<file path="src/pisp_pkg.sv">
// ----------------------------------------------------------------------------
// pisp_pkg
// Shared types and codes of the palette import slot planner.
// ----------------------------------------------------------------------------
package pisp_pkg;

  localparam int COUNT_W  = 9;
  localparam int SLOT_W   = 8;
  localparam int TOTAL_W  = 8;
  localparam int STATUS_W = 3;
  localparam int MODE_W   = 2;
  localparam int COLOR_W  = 16;

  localparam logic [TOTAL_W-1:0] TOTAL_MAX = '1;

  localparam logic [MODE_W-1:0] MODE_BEGIN  = 2'd0;
  localparam logic [MODE_W-1:0] MODE_LOAD   = 2'd1;
  localparam logic [MODE_W-1:0] MODE_IMPORT = 2'd2;

  localparam logic [STATUS_W-1:0] ST_DONE    = 3'd0;
  localparam logic [STATUS_W-1:0] ST_SKIP    = 3'd1;
  localparam logic [STATUS_W-1:0] ST_MATCH   = 3'd2;
  localparam logic [STATUS_W-1:0] ST_ADD     = 3'd3;
  localparam logic [STATUS_W-1:0] ST_NOROOM  = 3'd4;

  localparam logic CFG_DEST_COUNT = 1'b0;
  localparam logic CFG_DEST_CAP   = 1'b1;

  typedef struct packed {
    logic clr;
    logic wr_word;
    logic set_occ;
    logic wr_reus;
    logic reus_val;
  } cell_cmd_t;

endpackage

</file>
<file path="src/pisp_cell.sv">
// ----------------------------------------------------------------------------
// pisp_cell
// One ledger slot: color word, occupied and hole bits, and a search token
// that moves on to the next slot when this one does not match.
// ----------------------------------------------------------------------------
module pisp_cell #(
  parameter int WORD_BITS = 16
) (
  input  logic                   clk,
  input  logic                   rst,
  input  pisp_pkg::cell_cmd_t    cmd,
  input  logic                   sel,
  input  logic [WORD_BITS-1:0]   wr_data,
  input  logic [WORD_BITS-1:0]   key,
  input  logic                   tok_in,
  output logic                   tok_out,
  output logic                   hit,
  output logic                   reusable
);

  logic [WORD_BITS-1:0] word;
  logic                 occ;
  logic                 reus;
  logic                 tok;
  logic                 match;

  assign match    = occ && (word == key);
  assign hit      = tok && match;
  assign tok_out  = tok && !match;
  assign reusable = reus;

  always_ff @(posedge clk) begin
    if (rst) begin
      occ  <= 1'b0;
      reus <= 1'b0;
      tok  <= 1'b0;
    end else begin
      tok <= tok_in;
      if (cmd.clr) begin
        occ  <= 1'b0;
        reus <= 1'b0;
      end else if (sel) begin
        if (cmd.set_occ) occ <= 1'b1;
        if (cmd.wr_reus) reus <= cmd.reus_val;
      end
    end
  end

  always_ff @(posedge clk) begin
    if (sel && cmd.wr_word) word <= wr_data;
  end

endmodule

</file>
<file path="config.mk">
export PLATFORM = sky130hd
export DESIGN_NAME = pisp_cell
export DESIGN_NICKNAME = d
export VERILOG_FILES = /design/src/pisp_pkg.sv /design/src/pisp_cell.sv
export SDC_FILE = /design/constraint.sdc
export NUM_CORES = 1
export LEC_CHECK = 0
export ABC_AREA = 1
export BUFFER_PORTS_ARGS = -buffer_cell sky130_fd_sc_hd__buf_4
export CAP_MARGIN = 20
export CORE_MARGIN = 2
export CORE_UTILIZATION = 42
export DETAILED_ROUTE_END_ITERATION = 10
export MAX_ROUTING_LAYER = met4
export PLACE_DENSITY = 0.74
export SYNTH_ARGS = -nofsm -noshare
export SYNTH_HDL_FRONTEND = slang
export SYNTH_SLANG_ARGS = --single-unit
</file>
<file path="constraint.sdc">
create_clock -name clk -period 0.9 [get_ports clk]
set_input_delay 0.045 -clock clk [delete_from_list [all_inputs] [get_ports clk]]
set_output_delay 0.045 -clock clk [all_outputs]
set_load 0.03 [all_outputs]
</file>
After elaboration in Yosys (flattened, before gate mapping)

Cells that the tools add are included.

Input port bits: 41
Register bits: 19
Output and inout bits: 3
Logic and storage cells: 13

Reduce and logical (&&, ||, !) cells: 8
Equal/unequal tests: 1

Operators with widths:

| kind                 | number |
|---|---|
| 16-bit equality test | 1 |
| 1-bit logical AND    | 4 |
| 2-bit AND reduction  | 2 |
| 2-bit OR reduction   | 1 |
| 1-bit zero test      | 1 |

Logic depth before layout (Yosys ltp)

Depth after elaboration: 4
Mapped depth: 9
Gate-level depth less buffers: 9

Worst setup path after synthesis

No wires, ideal clock.

Path type: register to output
Start: register word[13]
End: output hit
Required time: 855 ps
Stages on the path, launching flop included: 8
Slack: -337 ps
Arrival: 1192 ps
Buffers on the path: 0
Path through: edfxtp_1 nand2_1 nand2_1 nor2_1 nand2_1 nor2_1 nand3_1 nor2_1

Cells in the longest elaborated chain, start to end: 3

RTL lines:

| item                   | line            | text |
|---|---|---|
| from (decl)            | pisp_cell.sv:21 | `logic [WORD_BITS-1:0] word;` |
| from (signal assigned) | pisp_cell.sv:50 | `if (sel && cmd.wr_word) word <= wr_data;` |
| 16-bit equality test   | pisp_cell.sv:27 | `assign match = occ && (word == key);` |
| 1-bit logical AND      | pisp_cell.sv:27 |  |
| 1-bit logical AND      | pisp_cell.sv:28 | `assign hit = tok && match;` |
| to (decl)              | pisp_cell.sv:17 | `output logic hit,` |

No other way between the ends.

Worst setup path in the final report

Start: register word[4]
End: output hit

Same word-level chain as after synthesis.

==> results.md <==
- Cell row count: 18
- Max_cap viols: 0
- Remaining antenna violation count after routing: 0
- Floorplan Core Area: between 0.002 and 0.0025 mm2
- Clock Skews: 0 ns
- Area of the die: 0.00292 mm2
- Simple-gate share of the synthesized area: 0.327
- Minimum clock period after layout: 1.56 ns
- Antenna diode count: 0
- Most frequent cells after synthesis: nand2_1, inv_1, nor2_1
- Maximum clock frequency: 643 MHz
- XOR/XNOR share of the synthesized area: 0.00832
- CTS sink count: 19
- CTS tree: built
- Initial Utilization: 0.433
- Number of remaining DRC errors: 0
- Global route overflow: 0
- Share of final-layout standard cells stronger than drive strength 1: 0.283
- P_leak: between 0.9 and 1 nW
- Mapped Nets: 189
- Post-synthesis share of cell area spent on full adders, half adders and majority gates: 0
- Type of element capturing the critical path: output pin
- GR Util All Layers: 0.199
- Initial antenna violation count: 0
- Share of the yosys chip area belonging to registers: 0.514
- CTS clock-pin slew for the worst setup and hold paths: 0.11 ns
- Worst min path class: in2reg
- DIE WIDTH: ~54 um
- Post-synth top area share: 0.457
- Final setup viols: 2
- Vias in the first global route: 1017
- Cells taking the most area after synthesis: edfxtp_1, nand2_1, inv_1, nor2_1, dfxtp_1
- Buffer depth of the longest clock path: 2
- 1st-pass router iterations: 5
- Number of port buffers: 43
- Cell at the root of the clock tree: clkbuf_4
- Area of the mapped netlist: 0.00105 mm2
- Net count reported at finish: roughly 260
- Top fanout value on the critical path: 2
- Min setup slack post-route: -0.656 ns
- Compound-gate portion of the synthesized area: 0.0262
- Final standard cell utilization of the core: 0.706
- Detailed-placement wirelength estimate: 1930 um
- Skew-Pair Late Insertion Delay: around 0.29 ns
- Status: finished, violations left
- Count of final hold-check violations: 0
- Fraction of synthesized area in multiplexers: 0
- Count of flip-flops with a built-in enable after synthesis: 16
- Yosys synthesis warning count: 0
- Fin. max-slew vios: 0
- Clock buffer count from CTS: 3
- Async SR Flop Fraction: 0
- Failing checks: setup timing
- WL/cell: 10.9 um
- Area leader, netlist: edfxtp_1
- Chip Height: 54.1 um
- Synthesis-to-layout area growth: 63.3%
- Summed negative setup slack over all endpoints: -1.26 ns
- Synth cell types: 12
- First-pass GRT wire length: 4070 um
- Ports: 44
- #FFs+latches synth: 19
- Mean number of vias per cell: 4.54
- RSZ-0062 raised after global routing: true
- Startpoint kind of the worst setup timing path: flip-flop
- Max IR drop VDD: 847 uV
- WL final: roughly 2700 um
- Clock H-tree levels: 1
- Post-synthesis average cell area: 7.11 um2
- Maximum number of pins on one net before global-route repair: 17
- Transition time at the pin with the least slew margin: 0.188 ns
- Type of the worst setup path: reg2out
- Most instantiated flip-flop cell in the synthesis netlist: edfxtp_1
- Relative slew slack: 0.874
- Initial DRC Count: 51
- Most frequently used cell type in the post-synthesis netlist: nand2_1
- Synth Instances: 148
- Data required time of the critical path: 0.85 ns
- Fill count: 187
- Power density over cell area: 1140 mW/mm2
- Final hold slack: 0.0156 ns
- Routability Congestion: ~0.88
- Main combinational cell family by area after synthesis: simple AND/OR/NAND/NOR gates
- Part of the cycle the worst path needs: 1.73
- Via count: 1131
- Worst EP arrival: roughly 1.5 ns
==> kinds of logic (layout without fill, tap and decap cells) <==
logic type                count (synthesis)  after routing
AOI/OAI and AO/OA                         5              5
buffers and inverters                    35            106
xor gates and xnor gates                  1              1
DFF                                      19             19
and+or+nand+nor                          88             88
==> critical path: stages, from the launching register on <==
cell	delay [ns]
edfxtp_1	0.43
xnor2_2	0.22
nand3_1	0.10
nor2_1	0.10
nand3_1	0.12
nor2_4	0.12
buf_6	0.13
==> path summary, 6_finish.rpt <==
kind              cells after the start  slack, ns      from        to
setup reg to reg                      5       0.11       occ       occ
hold / removal                        3       0.02    cmd[0]  reusable
hold reg to reg                       2       0.52  reusable  reusable
setup / recovery                      6      -0.66   word[4]       hit
==> per-stage QoR <==
step	std cells	cell area, um2	setup WS [ns]	total power, mW
global placement	226	1470	-0.327	1.44
detailed placement	226	1470	-0.336	1.45
global route	249	1720	-0.770	2.06
CTS	249	1710	-0.636	1.95
floorplan	148	1060	-0.164	1.23
finish	249	1720	-0.656	1.95
==> sequential cells by signal (all words and copies together) (netlist names) <==
| signal | flops |
|---|---|
| word | 16 |
| reusable | 1 |
| occ | 1 |
| tok | 1 |
==> report_power, final <==
| group | internal [mW] | total (mW) | switching [mW] |
|---|---|---|---|
| logic | 0.268 | 0.480 | 0.211 |
| registers | 1.01 | 1.04 | 0.0272 |
| clock network | 0.165 | 0.433 | 0.268 |
| total | 1.45 | 1.95 | 0.506 |
==> cell type report <==
cell class	count	area, um2	area share
clock buffer	3	22.5	0.0131
multi-input combinational	94	410	0.239
sequential	19	541	0.315
clock inverter	1	5.00	0.00291
tap	30	37.5	0.0218
timing repair buffer	67	571	0.332
inverter	35	131	0.0765
==> layer usage <==
metal / routed length [um] / vias up / track usage
met5: 0 / - / -
met4: 63 / 0 / 0.0583
met3: 136 / 8 / 0.0167
met2: 1480 / 50 / 0.380
met1: 1030 / 489 / 0.218
li1: - / 584 / -
==> cells in the final DEF (no fill, tap or decap), drive strengths merged <==
| master | count |
|---|---|
| clkinv | 1 |
| xnor2 | 1 |
| dfxtp | 3 |
| o211ai | 1 |
| nor2 | 23 |
| or2 | 1 |
| a21oi | 1 |
| o21ai | 3 |
| dlygate4sd3 | 19 |
| buf | 48 |
| edfxtp | 16 |
| nand4 | 2 |
| clkbuf | 3 |
| inv | 35 |
| nand2 | 57 |
| nand3 | 5 |
==> timing repair <==
item                                    4_1_cts  5_1_grt
setup buffers                                 0        0
hold endpoints to repair                     18        0
hold buffers                                 19        0
endpoints found under the setup margin        2        3
pin swaps                                    11       11
resized for setup                             6        6
Power figures use the tool's default switching activity.
